--- src/hw/rtl/ascii_unsigned_parser_core_defines.svh ---
// ----------------------------------------------------------------------------
// ascii_unsigned_parser_core_defines
// Assertion macros shared by the parser RTL.
// ----------------------------------------------------------------------------
`ifndef ASCII_UNSIGNED_PARSER_CORE_DEFINES_SVH
`define ASCII_UNSIGNED_PARSER_CORE_DEFINES_SVH

// Same-cycle implication, checked at every rising edge outside reset.
`define AUP_ASSERT_IMPL(label, ante, cons) \
  label: assert property (@(posedge clk) disable iff (rst) (ante) |-> (cons)) \
    else $error("aup assertion failed");

// Next-cycle implication, checked at every rising edge outside reset.
`define AUP_ASSERT_NEXT(label, ante, cons) \
  label: assert property (@(posedge clk) disable iff (rst) (ante) |=> (cons)) \
    else $error("aup assertion failed");

`endif

--- src/hw/rtl/aup_pkg.sv ---
// ----------------------------------------------------------------------------
// aup_pkg
// Widths, character codes and the classified-character type of the parser.
// ----------------------------------------------------------------------------
`default_nettype none

package aup_pkg;

  // Width of the accumulator; the value port is always 64 bits.
  localparam int VALUE_BITS = 64;
  localparam int VALUE_W    = 64;
  localparam int COUNT_W    = 16;
  localparam int RADIX_W    = 6;
  localparam int CH_W       = 8;
  localparam int DIGIT_W    = 5;

  localparam logic [COUNT_W-1:0] COUNT_MAX  = '1;
  localparam logic [DIGIT_W-1:0] DIGIT_NONE = 5'd16;

  // Character codes.
  localparam logic [CH_W-1:0] CH_SPACE = 8'h20;
  localparam logic [CH_W-1:0] CH_TAB   = 8'h09;
  localparam logic [CH_W-1:0] CH_ZERO  = 8'h30;
  localparam logic [CH_W-1:0] CH_NINE  = 8'h39;
  localparam logic [CH_W-1:0] CH_LA    = 8'h61;
  localparam logic [CH_W-1:0] CH_LF    = 8'h66;
  localparam logic [CH_W-1:0] CH_UA    = 8'h41;
  localparam logic [CH_W-1:0] CH_UF    = 8'h46;
  localparam logic [CH_W-1:0] CH_LX    = 8'h78;
  localparam logic [CH_W-1:0] CH_UX    = 8'h58;

  // Bases.
  localparam logic [RADIX_W-1:0] BASE_AUTO = 6'd0;
  localparam logic [RADIX_W-1:0] BASE_OCT  = 6'd8;
  localparam logic [RADIX_W-1:0] BASE_DEC  = 6'd10;
  localparam logic [RADIX_W-1:0] BASE_HEX  = 6'd16;

  // Depth of the queue between front and back.
  localparam int QUEUE_DEPTH = 2;
  localparam int QPTR_W      = $clog2(QUEUE_DEPTH);
  localparam int QCNT_W      = $clog2(QUEUE_DEPTH + 1);

  // One character after classification.
  typedef struct packed {
    logic [DIGIT_W-1:0] digit;     // Digit value, or DIGIT_NONE.
    logic               blank;     // Space or tab.
    logic               zero;      // The character '0'.
    logic               hex_mark;  // 'x' or 'X'.
  } entry_t;

endpackage

`default_nettype wire

--- src/hw/rtl/aup_if.sv ---
// ----------------------------------------------------------------------------
// aup_if
// Valid/ready channels for characters in and parse results out.
// ----------------------------------------------------------------------------
`default_nettype none

// Character channel.
interface aup_char_if import aup_pkg::*; ();
  logic            valid;
  logic            ready;
  logic [CH_W-1:0] ch;

  modport source (output valid, output ch, input ready);
  modport sink   (input valid, input ch, output ready);
endinterface

// Result channel.
interface aup_res_if import aup_pkg::*; ();
  logic               valid;
  logic               ready;
  logic [VALUE_W-1:0] value;
  logic [COUNT_W-1:0] end_offset;

  modport source (output valid, output value, output end_offset, input ready);
  modport sink   (input valid, input value, input end_offset, output ready);
endinterface

`default_nettype wire

--- src/hw/rtl/aup_front.sv ---
// ----------------------------------------------------------------------------
// aup_front
// Accepts characters and classifies them into digit value and marker flags.
// ----------------------------------------------------------------------------
`default_nettype none

module aup_front import aup_pkg::*; (
  aup_char_if.sink chars,
  input  wire logic q_full,
  output logic      push,
  output entry_t    entry
);

  // A character is taken whenever the queue has room.
  assign chars.ready = !q_full;
  assign push        = chars.valid && !q_full;

  // Digit decode for 0-9, a-f and A-F.
  always_comb begin
    entry = '0;
    if (chars.ch >= CH_ZERO && chars.ch <= CH_NINE) begin
      entry.digit = DIGIT_W'(chars.ch - CH_ZERO);
    end else if (chars.ch >= CH_LA && chars.ch <= CH_LF) begin
      entry.digit = DIGIT_W'(chars.ch - CH_LA + 8'd10);
    end else if (chars.ch >= CH_UA && chars.ch <= CH_UF) begin
      entry.digit = DIGIT_W'(chars.ch - CH_UA + 8'd10);
    end else begin
      entry.digit = DIGIT_NONE;
    end
    entry.blank    = (chars.ch == CH_SPACE) || (chars.ch == CH_TAB);
    entry.zero     = (chars.ch == CH_ZERO);
    entry.hex_mark = (chars.ch == CH_LX) || (chars.ch == CH_UX);
  end

endmodule

`default_nettype wire

--- src/hw/rtl/aup_queue.sv ---
// ----------------------------------------------------------------------------
// aup_queue
// Short register FIFO of classified characters between front and back.
// ----------------------------------------------------------------------------
`default_nettype none
`include "ascii_unsigned_parser_core_defines.svh"

module aup_queue import aup_pkg::*; (
  input  wire logic   clk,
  input  wire logic   rst,
  input  wire logic   push,
  input  wire entry_t push_entry,
  input  wire logic   pop,
  output logic        full,
  output logic        not_empty,
  output entry_t      head
);

  entry_t              slots [QUEUE_DEPTH];
  logic [QPTR_W-1:0]   wr_ptr;
  logic [QPTR_W-1:0]   rd_ptr;
  logic [QCNT_W-1:0]   count;

  // The queue reports full during reset so that no character is taken then.
  assign full      = rst || (count == QCNT_W'(QUEUE_DEPTH));
  assign not_empty = (count != '0);
  assign head      = slots[rd_ptr];

  // Pointers and fill count.
  always_ff @(posedge clk) begin
    if (rst) begin
      wr_ptr <= '0;
      rd_ptr <= '0;
      count  <= '0;
    end else begin
      if (push) begin
        wr_ptr <= (wr_ptr == QPTR_W'(QUEUE_DEPTH - 1)) ? '0 : wr_ptr + 1'b1;
      end
      if (pop) begin
        rd_ptr <= (rd_ptr == QPTR_W'(QUEUE_DEPTH - 1)) ? '0 : rd_ptr + 1'b1;
      end
      if (push && !pop) begin
        count <= count + 1'b1;
      end else if (pop && !push) begin
        count <= count - 1'b1;
      end
    end
  end

  // Entry storage.
  always_ff @(posedge clk) begin
    if (push) begin
      slots[wr_ptr] <= push_entry;
    end
  end

  `AUP_ASSERT_IMPL(q_no_underflow, pop, count != '0)
  `AUP_ASSERT_NEXT(q_push_fills, push && !pop, count != '0)

endmodule

`default_nettype wire

--- src/hw/rtl/aup_back.sv ---
// ----------------------------------------------------------------------------
// aup_back
// Runs the parse state machine on classified characters and registers results.
// ----------------------------------------------------------------------------
`default_nettype none
`include "ascii_unsigned_parser_core_defines.svh"

module aup_back import aup_pkg::*; (
  input  wire logic               clk,
  input  wire logic               rst,
  input  wire logic [RADIX_W-1:0] radix,
  input  wire logic               q_not_empty,
  input  wire entry_t             head,
  output logic                    pop,
  aup_res_if.source               results
);

  typedef enum logic [1:0] {
    PH_SPACE  = 2'd0,
    PH_ZERO   = 2'd1,
    PH_DIGITS = 2'd2
  } phase_t;

  phase_t                phase, phase_next;
  logic [VALUE_BITS-1:0] accum, accum_next;
  logic [RADIX_W-1:0]    work_base, base_next;
  logic [COUNT_W-1:0]    char_count, count_next, count_inc;
  logic                  take;
  logic [RADIX_W-1:0]    take_base;
  logic                  ends;
  logic [VALUE_BITS+RADIX_W-1:0] mac;

  assign count_inc = (char_count == COUNT_MAX) ? char_count : char_count + 1'b1;
  assign mac = accum * take_base + (VALUE_BITS + RADIX_W)'(head.digit);

  // Next-state decode for the character at the queue head.
  always_comb begin
    phase_next = phase;
    accum_next = accum;
    base_next  = work_base;
    count_next = char_count;
    take       = 1'b0;
    take_base  = work_base;
    ends       = 1'b0;
    unique case (phase)
      PH_SPACE: begin
        if (head.blank) begin
          count_next = count_inc;
        end else if (head.zero && (radix == BASE_AUTO || radix == BASE_HEX)) begin
          base_next  = radix;
          accum_next = '0;
          count_next = count_inc;
          phase_next = PH_ZERO;
        end else begin
          take      = 1'b1;
          take_base = (radix == BASE_AUTO) ? BASE_DEC : radix;
        end
      end
      PH_ZERO: begin
        if (head.hex_mark) begin
          base_next  = BASE_HEX;
          count_next = count_inc;
          phase_next = PH_DIGITS;
        end else begin
          take      = 1'b1;
          take_base = (work_base == BASE_AUTO) ? BASE_OCT : BASE_HEX;
        end
      end
      // Digits phase; the unused code behaves the same.
      default: begin
        take      = 1'b1;
        take_base = work_base;
      end
    endcase
    if (take) begin
      if (head.digit == DIGIT_NONE || RADIX_W'(head.digit) >= take_base) begin
        ends       = 1'b1;
        phase_next = PH_SPACE;
        accum_next = '0;
        base_next  = '0;
        count_next = '0;
      end else begin
        accum_next = VALUE_BITS'(mac);
        base_next  = take_base;
        count_next = count_inc;
        phase_next = PH_DIGITS;
      end
    end
  end

  // A terminator waits only while the output register holds a result that is not being taken.
  assign pop = q_not_empty && (!ends || !results.valid || results.ready);

  // Parse state and result register.
  always_ff @(posedge clk) begin
    if (rst) begin
      phase         <= PH_SPACE;
      accum         <= '0;
      work_base     <= '0;
      char_count    <= '0;
      results.valid <= 1'b0;
    end else begin
      if (pop && ends) begin
        results.valid <= 1'b1;
      end else if (results.ready) begin
        results.valid <= 1'b0;
      end
      if (pop) begin
        phase      <= phase_next;
        accum      <= accum_next;
        work_base  <= base_next;
        char_count <= count_next;
        if (ends) begin
          results.value      <= VALUE_W'(accum);
          results.end_offset <= char_count;
        end
      end
    end
  end

  `AUP_ASSERT_IMPL(bk_idle_after_result, $rose(results.valid),
                   phase == PH_SPACE && char_count == '0)
  `AUP_ASSERT_IMPL(bk_digits_have_base, phase == PH_DIGITS, work_base != '0)

endmodule

`default_nettype wire

--- src/hw/rtl/ascii_unsigned_parser_core.sv ---
// ----------------------------------------------------------------------------
// ascii_unsigned_parser_core
// Streaming unsigned ASCII integer parser, one character per transaction.
//
//   channel   dir   payload                        handshake
//   chars     in    ch[7:0]                        valid/ready
//   results   out   value[63:0], end_offset[15:0]  valid/ready
//   radix     in    radix_wdata[5:0]               radix_we, no wait
//
// One character is accepted per cycle while the queue has room; a result is
// registered in the cycle after its terminator is taken from the queue. Each
// accepted character passes through the queue to the back stage, whose
// per-character step is one 64x6 multiply-add. The two-entry queue lets the
// front keep accepting while a result waits in the output register. Reset is
// synchronous and clears state, queue and radix (auto-detect).
// ----------------------------------------------------------------------------
`default_nettype none

module ascii_unsigned_parser_core import aup_pkg::*; (
  input  wire logic               clk,
  input  wire logic               rst,
  aup_char_if.sink                chars,
  aup_res_if.source               results,
  input  wire logic               radix_we,
  input  wire logic [RADIX_W-1:0] radix_wdata
);

  logic [RADIX_W-1:0] radix;
  logic               q_full;
  logic               q_not_empty;
  logic               push;
  logic               pop;
  entry_t             in_entry;
  entry_t             head;

  // Radix register.
  always_ff @(posedge clk) begin
    if (rst) begin
      radix <= BASE_AUTO;
    end else if (radix_we) begin
      radix <= radix_wdata;
    end
  end

  aup_front u_front (
    .chars  (chars),
    .q_full (q_full),
    .push   (push),
    .entry  (in_entry)
  );

  aup_queue u_queue (
    .clk        (clk),
    .rst        (rst),
    .push       (push),
    .push_entry (in_entry),
    .pop        (pop),
    .full       (q_full),
    .not_empty  (q_not_empty),
    .head       (head)
  );

  aup_back u_back (
    .clk         (clk),
    .rst         (rst),
    .radix       (radix),
    .q_not_empty (q_not_empty),
    .head        (head),
    .pop         (pop),
    .results     (results)
  );

endmodule

`default_nettype wire
--- src/flat_wrapper.sv ---
// flat-port wrapper written by rule: the top's interface ports become plain ports
module ascii_unsigned_parser_core_flat import aup_pkg::*;
  (clk, rst, radix_we, radix_wdata, chars_valid, chars_ch, chars_ready, results_valid, results_value, results_end_offset, results_ready);
  aup_char_if chars_i ();
  aup_res_if results_i ();
  input  wire logic clk;
  input  wire logic rst;
  input  wire logic radix_we;
  input  wire logic [RADIX_W-1:0] radix_wdata;
  input wire logic [$bits(chars_i.valid)-1:0] chars_valid;
  input wire logic [$bits(chars_i.ch)-1:0] chars_ch;
  output wire logic [$bits(chars_i.ready)-1:0] chars_ready;
  output wire logic [$bits(results_i.valid)-1:0] results_valid;
  output wire logic [$bits(results_i.value)-1:0] results_value;
  output wire logic [$bits(results_i.end_offset)-1:0] results_end_offset;
  input wire logic [$bits(results_i.ready)-1:0] results_ready;
  assign chars_i.valid = chars_valid;
  assign chars_i.ch = chars_ch;
  assign chars_ready = chars_i.ready;
  assign results_valid = results_i.valid;
  assign results_value = results_i.value;
  assign results_end_offset = results_i.end_offset;
  assign results_i.ready = results_ready;
  ascii_unsigned_parser_core u_core (.clk(clk), .rst(rst), .chars(chars_i), .results(results_i), .radix_we(radix_we), .radix_wdata(radix_wdata));
endmodule
--- config.mk ---
export PLATFORM = sky130hd
export DESIGN_NAME = ascii_unsigned_parser_core_flat
export DESIGN_NICKNAME = d
export VERILOG_FILES = /design/src/hw/rtl/aup_pkg.sv /design/src/hw/rtl/aup_if.sv /design/src/hw/rtl/aup_front.sv /design/src/hw/rtl/aup_queue.sv /design/src/hw/rtl/aup_back.sv /design/src/hw/rtl/ascii_unsigned_parser_core.sv /design/src/flat_wrapper.sv
export VERILOG_INCLUDE_DIRS = /design/src /design/src/hw/rtl
export SDC_FILE = /design/constraint.sdc
export NUM_CORES = 1
export LEC_CHECK = 0
export BUFFER_PORTS_ARGS = -buffer_cell sky130_fd_sc_hd__buf_4
export CORE_ASPECT_RATIO = 0.6
export CORE_MARGIN = 4
export CORE_UTILIZATION = 46
export DETAILED_ROUTE_END_ITERATION = 10
export PLACE_DENSITY_LB_ADDON = 0.08
export SETUP_SLACK_MARGIN = 0.3
export SKIP_LAST_GASP = 1
export SYNTH_ARGS = -nofsm -noshare
export SYNTH_HDL_FRONTEND = slang
export SYNTH_HIERARCHICAL = 1
export SYNTH_SLANG_ARGS = --single-unit
--- constraint.sdc ---
create_clock -name clk -period 9.4 [get_ports clk]
set_clock_uncertainty 0.1 [all_clocks]
set_input_delay 1.41 -clock clk [delete_from_list [all_inputs] [get_ports clk]]
set_output_delay 1.41 -clock clk [all_outputs]
set_load 0.005 [all_outputs]
==> flow_metrics.tcl, run 1 <==
set metrics [dict create \
    drt-initial-drc-count 1107 \
    avgViaCountPerCell 5.699 \
    synth_flop_cell "dfxtp_1" \
    tritoncts "yes" \
    cts-resized-gates 0 \
    grt-ovfl-total 0 \
    first_global_vias 13971 \
    port_buffers 100 \
    cts_buffer_depth 2 \
    crit_required_ns 9.66 \
    async_flop_share 0 \
    antenna_cells 0 \
    grt_max_degree 81 \
    yosys_warnings 6 \
    ir_drop_mv 0.1175 \
    hold_buffers 0 \
    cap_viol_max_count 0 \
    htree_levels 4 \
    slew_headroom 0.2395 \
    synth_edf_count 96 \
    hold_viol 0 \
    power_mw 2.451 \
    tightest_slew_ns 1.141 \
    synth_nets 2251 \
    slew_viol_final 0 \
    yosysSeqAreaShare 0.2580 \
    synth_seq_cells 196 \
    area_growth_pct 9.769 \
    nets 2309 \
    cts.sinks 196 \
    holdCritPathClass "register to register" \
    dieArea_um2 44570 \
    post-place-cells 2424 \
    vias 13996 \
    antenna_found_initial 1 \
    worstPathArrival_ns 8.37 \
    core_um2 40580 \
    whs_ns 0.3844 \
    firstDrtPassIters 5 \
    cts-root-buf "clkbuf_16" \
    drc 0 \
    initial_core_util 0.4665 \
    crit_path_end_kind "register" \
    post_synth_num_cell_types 78 \
    status "complete, no violations" \
    leakage_nw 9.706 \
    fmax_ghz 0.1233 \
    drt-total-wl_um 50530 \
    fin_setup_tns_ns 0 \
    postCtsSetupBuffers 0 \
    netlist_area_um2 18930 \
    syn_avg_cell_area_um2 10.21 \
    ant_nets 0 \
    crit_fanout 43 \
    fin_cells 2456 \
    gp_congestion 0.8940 \
    ios 101 \
    cts.clk_slew.worst_paths_ns 0.08 \
    worst-setup-path-type "register to register" \
    insertion_delay_ns 0.46 \
    rsz0062_at_grt "false" \
    die_w_um 269.9 \
    die_y_um 165.1 \
    fp-row-count 57 \
    cts_buffers 17 \
    startpoint_type "register" \
    wl_per_cell_um 20.58 \
    period_share 0.8627 \
    drive_above_1_share 0.1008 \
    grt.total_usage 0.2342 \
    power.density_nw_per_um2 118.0 \
    setup_viol 0 \
    postSynthCellCount 1854 \
    post-dp-hpwl_um 37800 \
    grt_first_pass_wirelength_um 81740 \
    min_period_ns 8.109 \
]
-- state kept, by name (all words and copies together) (netlist names), 2 cells and up, named ones only --
register / cells
u_core/u_back/accum: 64
u_core/u_back/results.value: 64
u_core/u_back/char_count: 16
u_core/u_back/results.end_offset: 16
u_core/u_queue/slots: 16
u_core/radix: 6
u_core/u_back/work_base: 6
u_core/u_back/phase: 2
u_core/u_queue/count: 2
-- through the flow --
| stage | util | instance area (µm²) | worst slack (ns) |
|---|---|---|---|
| 2_1_floorplan | - | 18930 | 2.152 |
| 3_3_place_gp | 0.4977 | 20200 | 1.544 |
| 3_5_place_dp | 0.4977 | 20200 | 1.441 |
| 4_1_cts | 0.5121 | 20780 | 1.425 |
| 5_1_grt | 0.5121 | 20780 | 0.9615 |
| 6_report | 0.5121 | 20780 | 1.291 |
-- critical path: stages, from the launching register on --
cell and delay (ns):
dfxtp_1 0.55, mux2_2 0.42, a31o_2 0.27, mux2i_4 0.19
nand2_1 0.16, a22o_2 0.62, and2_1 0.34, fa_1 0.52
fa_1 0.57, fa_1 0.51, ha_1 0.31, ha_1 0.40
nand2_1 0.17, nor4_1 0.72, o211ai_1 0.35, a21oi_2 0.20
nor3_1 0.08, a2111oi_2 0.66, a41o_1 0.33, nand2_2 0.08
o21ai_2 0.17, o2111ai_1 0.12, o311ai_1 0.13
-- cell usage in the layout, fill, tap and decap left out, types with 10 or more instances in the layout --
cell type and n:
and2_1 282, fa_1 239, ha_1 139, buf_4 116
nand2_1 107, nor2_1 104, dfxtp_1 100, edfxtp_1 96
a21oi_1 88, inv_1 73, o21ai_0 71, nor2b_1 66
xnor2_1 46, a22oi_1 40, a21o_1 34, nor3_1 30
nand3_1 29, xor2_1 26, nand2b_1 19, clkbuf_16 17
a31oi_1 13, nand4_1 13, a211oi_1 12, mux2_2 12
nor4_1 10
-- cell type report --
| class | instances | area (µm²) |
|---|---|---|
| fillers | 3666 | 19800 |
| multi-input cells | 1508 | 13500 |
| flip-flops and latches | 196 | 4885 |
| repair buffers | 116 | 870.8 |
| well taps | 531 | 664.4 |
| clock buffers | 17 | 425.4 |
| inverters | 73 | 274.0 |
| clock inverters | 15 | 158.9 |
-- power breakdown --
| group | internal (mW) | switching [mW] |
|---|---|---|
| sequential | 0.976 | 0.0474 |
| combinational | 0.197 | 0.479 |
| clock | 0.357 | 0.395 |
| total | 1.53 | 0.921 |
-- kinds of logic (layout without fill, tap and decap cells) --
kind of cell,after synthesis,count (layout),synth area share
XOR/XNOR,72,72,0.03331
AND/OR/NAND/NOR,708,708,0.2073
adder cells (fa/ha/maj),378,378,0.3446
multiplexers,22,22,0.01309
flip-flops,196,196,0.2580
AO/OA/AOI/OAI,328,328,0.1117
buffers and inverters,150,221,0.03192
-- worst paths after layout --
check                                             startpoint                              endpoint  slack, ns  cells after the start
worst max-delay path                                register               u_core/u_back/accum[60]       1.29                     22
worst min-delay path            u_core/u_back/char_count[12]  u_core/u_back/results.end_offset[12]       0.38                      0
worst max register to register                      register               u_core/u_back/accum[60]       1.29                     22
worst min register to register  u_core/u_back/char_count[12]  u_core/u_back/results.end_offset[12]       0.38                      0
-- synth_stat cells (26+ instances only) --
cell	instances	area [µm²]
o21ai_0	71	355.3
edfxtp_1	96	2883
nor2_1	105	394.1
and2_1	282	1764
nor3_1	31	155.2
dfxtp_1	100	2002
a22oi_1	40	300.3
clkbuf_1	63	236.5
fa_1	239	4785
xnor2_1	46	402.9
nand3_1	29	145.1
ha_1	139	1739
a21o_1	34	255.2
xor2_1	26	227.7
a21oi_1	89	445.4
nand2_1	107	401.6
inv_1	73	274.0
nor2b_1	66	412.9
-- layer usage --
layer,GRT usage,part of all wire
met1,0.3916,0.55
met4,0.04438,0.011
met5,0,0
met2,0.3110,0.38
met3,0.04000,0.064
(Power assumes the default switching activity.)
==> run 2, diff against run 1 <==
Settings changed: CELL_PAD_IN_SITES_DETAIL_PLACEMENT from default to 0, CELL_PAD_IN_SITES_GLOBAL_PLACEMENT from default to 1, CORE_MARGIN 4 to 2.
==> run 2 against run 1 <==
  * Die area fell by 3.9%
  * Via count fell by 0.57%
  * Clock power rose by 8.4%
  * Count of clock-buffer cells in the layout did not move
  * Global-route usage rose by 1.6 points
  * Combinational power rose by 3%
  * Sequential share of layout area fell by 0.10 points
  * Utilization rose by 0.32 points
  * Wire length rose by 0.60%
  * Final cell count rose by 0.12%
  * Critical endpoint is now u_core/u_back/accum[61]
  * Largest cell class unchanged
==> flow_metrics.tcl, run 2 (same netlist as run 1, synthesis figures left out) <==
set metrics [dict create \
    cts-resized-gates 0 \
    ant_nets 0 \
    holdCritPathClass "register to register" \
    cts.sinks 196 \
    crit_end "u_core/u_back/accum[61]" \
    hold_viol 0 \
    cts.clk_slew.worst_paths_ns 0.09 \
    antenna_cells 0 \
    vias 13916 \
    rrSetupSlack_ns 1.11 \
    drive_above_1_share 0.1032 \
    power_mw 2.531 \
    grt_first_pass_wirelength_um 83060 \
    min_period_ns 8.295 \
    slew_headroom 0.2545 \
    fp-row-count 57 \
    insertion_delay_ns 0.47 \
    post-dp-hpwl_um 37750 \
    die_y_um 161.1 \
    first_global_vias 14123 \
    avgViaCountPerCell 5.659 \
    slew_viol_final 0 \
    fin_setup_tns_ns 0 \
    postCtsSetupBuffers 0 \
    power.density_nw_per_um2 121.3 \
    fmax_ghz 0.1206 \
    final_cell_mix "282 x and2_1, 239 x fa_1, 139 x ha_1" \
    grt_max_degree 63 \
    drt-initial-drc-count 1076 \
    worstPathArrival_ns 8.54 \
    initial_core_util 0.4673 \
    die_w_um 265.9 \
    worst-setup-path-type "register to register" \
    cts_buffers 17 \
    setup_viol 0 \
    grt.total_usage 0.2497 \
    area_growth_pct 10.26 \
    crit_path_end_kind "register" \
    period_share 0.8824 \
    cts-root-buf "clkbuf_16" \
    antenna_found_initial 0 \
    cts_buffer_depth 2 \
    htree_levels 4 \
    rr_worst_depth 24 \
    whs_ns 0.3732 \
    largestRegisters "u_core/u_back/accum: 64 flops, u_core/u_back/results.value: 64 flops" \
    port_buffers 100 \
    tightest_slew_ns 1.118 \
    tritoncts "yes" \
    worstHoldPathCells 0 \
    nets 2312 \
    status "complete, no violations" \
    reg2reg_to "u_core/u_back/accum[61]" \
    startpoint_type "register" \
    drc 0 \
    drt-total-wl_um 50840 \
    crit_fanout 25 \
    wl_per_cell_um 20.67 \
    final_common_cell "and2_1" \
    grt-ovfl-total 0 \
    leakage_nw 9.754 \
    cap_viol_max_count 0 \
    gp_congestion 0.8645 \
    ir_drop_mv 0.1204 \
    core_um2 40510 \
    fillerInstances 3703 \
    crit_required_ns 9.65 \
    rsz0062_at_grt "false" \
    hold_buffers 0 \
    ios 101 \
    firstDrtPassIters 7 \
    dieArea_um2 42850 \
]
run 2: changes by cell type in the layout (fill, tap and decap cells not counted), sizes merged:
cell      change
buf           +3
bufinv        +1
clkinv        +1
clkinvlp      -2
run 2: area by class of cell:
cell class              count  area [µm²]  share of cell area
multi-input cells        1508       13500              0.6469
clock inverters            15       215.2             0.01031
clock buffers              17       425.4             0.02038
flip-flops and latches    196        4885              0.2340
repair buffers            119       905.9             0.04340
inverters                  73       274.0             0.01313
well taps                 531       664.4             0.03183
run 2: how the worst min path moves through the flow:
stage | to | slack (ns) | start
floorplan | u_core/u_back/results.value[63] | 0.33 | u_core/u_back/accum[63]
global placement | u_core/u_back/results.end_offset[12] | 0.35 | u_core/u_back/char_count[12]
detailed placement | u_core/u_back/results.end_offset[12] | 0.35 | u_core/u_back/char_count[12]
CTS | u_core/u_back/results.end_offset[12] | 0.37 | u_core/u_back/char_count[12]
global route | u_core/u_back/results.end_offset[12] | 0.37 | u_core/u_back/char_count[12]
finish | u_core/u_back/results.end_offset[12] | 0.37 | u_core/u_back/char_count[12]
run 2: through the flow:
step | utilization | setup WS [ns] | cell area [µm²] | instances
floorplan | - | 2.152 | 18930 | 1854
global placement | 0.4994 | 1.351 | 20230 | 2427
detailed placement | 0.4994 | 1.282 | 20230 | 2427
CTS | 0.5153 | 1.252 | 20870 | 2459
global route | 0.5153 | 0.5037 | 20870 | 2459
finish | 0.5153 | 1.105 | 20870 | 2459
run 2: worst max-delay path, cell delays in order (launching register included):
cell and delay, ns:
dfxtp_1 0.56, mux2_2 0.43, a31o_2 0.27, mux2i_4 0.18
nand2_1 0.15, a21oi_4 0.78, buf_4 0.36, nand2b_1 0.16
fa_1 0.45, fa_1 0.54, inv_1 0.05, fa_1 0.47
ha_1 0.30, ha_1 0.37, o21ai_0 0.14, o21ai_0 0.25
nand2_1 0.22, o21ai_0 0.41, a211oi_1 0.20, o21ai_0 0.54
a21oi_1 0.21, nand2b_1 0.27, o31ai_1 0.38, xnor2_1 0.25
o21ai_0 0.12
run 2: layer usage:
layer / GRT usage / share of wire / routed length [µm] / vias up
met3: 0.04315 / 0.065 / 3316 / 19
met2: 0.3299 / 0.38 / 19240 / 438
met4: 0.03575 / 0.0067 / 340 / 0
met1: 0.4225 / 0.55 / 27940 / 6992
li1: - / - / - / 6467
met5: 0 / 0 / 0 / -
run 2: report_power, final:
group	leakage [nW]	internal, mW	switching (mW)
logic	7.74	0.200	0.494
clock network	0.310	0.394	0.420
registers	1.71	0.976	0.0468
==> run 3, diff against run 2 <==
Clock period 9.4 ns to 10.5 ns, I/O delays scaled along.
==> run 3 against run 2 <==
  * Combinational power is 12% lower
  * Largest power group unchanged
  * Worst setup slack improved by 0.84 ns
  * Largest cell class unchanged
  * Sequential power down 10%
==> flow_metrics.tcl, run 3 (same netlist as run 1, synthesis figures left out) <==
set metrics [dict create \
    fp-row-count 57 \
    drive_above_1_share 0.1004 \
    min_period_ns 8.553 \
    drc 0 \
    wl_per_cell_um 20.62 \
    tritoncts "yes" \
    setup_viol 0 \
    period_share 0.8146 \
    status "complete, no violations" \
    grt_max_degree 65 \
    cts-root-buf "clkbuf_16" \
    core_um2 40510 \
    fillerInstances 3757 \
    grt_first_pass_wirelength_um 82280 \
    grt-ovfl-total 0 \
    firstDrtPassIters 5 \
    startpoint_type "register" \
    drt-total-wl_um 50580 \
    fmax_ghz 0.1169 \
    avgViaCountPerCell 5.655 \
    design_area_um2 20780 \
    area_growth_pct 9.762 \
    port_buffers 100 \
    cts_buffers 17 \
    worstPathArrival_ns 8.79 \
    crit_fanout 43 \
    gp_congestion 0.8530 \
    holdCritPathClass "register to register" \
    largestRegisters "u_core/u_back/accum: 64 flops, u_core/u_back/results.value: 64 flops" \
    cts.sinks 196 \
    whs_ns 0.3748 \
    cts_buffer_depth 2 \
    nets 2306 \
    leakage_nw 9.697 \
    drt-initial-drc-count 1205 \
    final_common_cell "and2_1" \
    rsz0062_at_grt "false" \
    ios 101 \
    dieArea_um2 42850 \
    slew_viol_final 0 \
    postCtsSetupBuffers 0 \
    final_cell_mix "282 x and2_1, 239 x fa_1, 139 x ha_1" \
    hold_viol 0 \
    ant_nets 0 \
    tightest_slew_ns 1.315 \
    htree_levels 4 \
    grt.total_usage 0.2467 \
    worst-setup-path-type "register to register" \
    ir_drop_mv 0.09707 \
    first_global_vias 14070 \
    post-dp-hpwl_um 36950 \
    fin_setup_tns_ns 0 \
    crit_path_end_kind "register" \
    fin_cells 2453 \
    post-place-cells 2421 \
    insertion_delay_ns 0.47 \
    antenna_cells 0 \
    antenna_found_initial 0 \
    slew_headroom 0.1201 \
    die_w_um 265.9 \
    die_y_um 161.1 \
    cap_viol_max_count 0 \
    cts.clk_slew.worst_paths_ns 0.09 \
    vias 13872 \
    cts-resized-gates 0 \
    hold_buffers 0 \
    dpl-instance-area_um2 20170 \
    power.density_nw_per_um2 106.6 \
    crit_required_ns 10.74 \
    initial_core_util 0.4673 \
]
run 3: changes by cell type in the layout (fill, tap and decap cells not counted), sizes merged:
cell / before / now
buf: 119 / 113
clkinvlp: 0 / 2
inv: 81 / 79
bufinv: 1 / 0
clkinv: 6 / 7
run 3: power breakdown:
| part | switching, mW | internal [mW] |
|---|---|---|
| Clock | 0.363 | 0.322 |
| Combinational | 0.440 | 0.173 |
| Sequential | 0.0421 | 0.874 |
| Total | 0.845 | 1.37 |
run 3: worst paths after layout:
| path | startpoint | endpoint | slack, ns | cells past startpoint |
|---|---|---|---|---|
| worst min register to register | u_core/u_back/char_count[12] | u_core/u_back/results.end_offset[12] | 0.37 | 0 |
| worst max-delay path | register | u_core/u_back/accum[63] | 1.95 | 22 |
| worst max register to register | register | u_core/u_back/accum[63] | 1.95 | 22 |
| worst min-delay path | u_core/u_back/char_count[12] | u_core/u_back/results.end_offset[12] | 0.37 | 0 |
run 3: worst max-delay path: stages (launching register included):
cell	delay (ns)
dfxtp_1	0.54
mux2_2	0.42
a31o_2	0.27
nor2_1	0.14
a22oi_1	0.12
o21ai_4	1.01
buf_4	0.46
and2_1	0.20
fa_1	0.44
fa_1	0.49
fa_1	0.49
ha_1	0.30
ha_1	0.39
a21o_1	0.23
a2111oi_0	0.69
o21ai_0	0.22
a211oi_1	0.38
o21ai_0	0.30
a21oi_1	0.32
a21oi_1	0.18
a211oi_1	0.44
xnor2_1	0.17
o21ai_0	0.09
run 3: area by class of cell:
cell class	count	area, µm²	area share
Clock buffer	17	425.4	0.02047
Clock inverter	15	178.9	0.008611
Inverter	73	274.0	0.01319
Multi-Input combinational cell	1508	13500	0.6498
Sequential cell	196	4885	0.2351
Tap cell	531	664.4	0.03197
Timing Repair Buffer	113	848.3	0.04083
run 3: stage by stage:
stage	utilization	setup slack, ns	total power, mW
2_1_floorplan	-	3.252	1.277
3_3_place_gp	0.4980	2.302	1.531
3_5_place_dp	0.4980	2.141	1.538
4_1_cts	0.5129	2.099	2.230
5_1_grt	0.5129	1.559	2.322
6_report	0.5129	1.947	2.214
run 3: metal layers:
layer  global-route usage  part of all wire  up-vias
met3              0.03202             0.056       20
met5                    0                 0        -
met1               0.4238              0.56     7014
met4              0.03575            0.0069        0
met2               0.3260              0.38      376
li1                     -                 -     6462
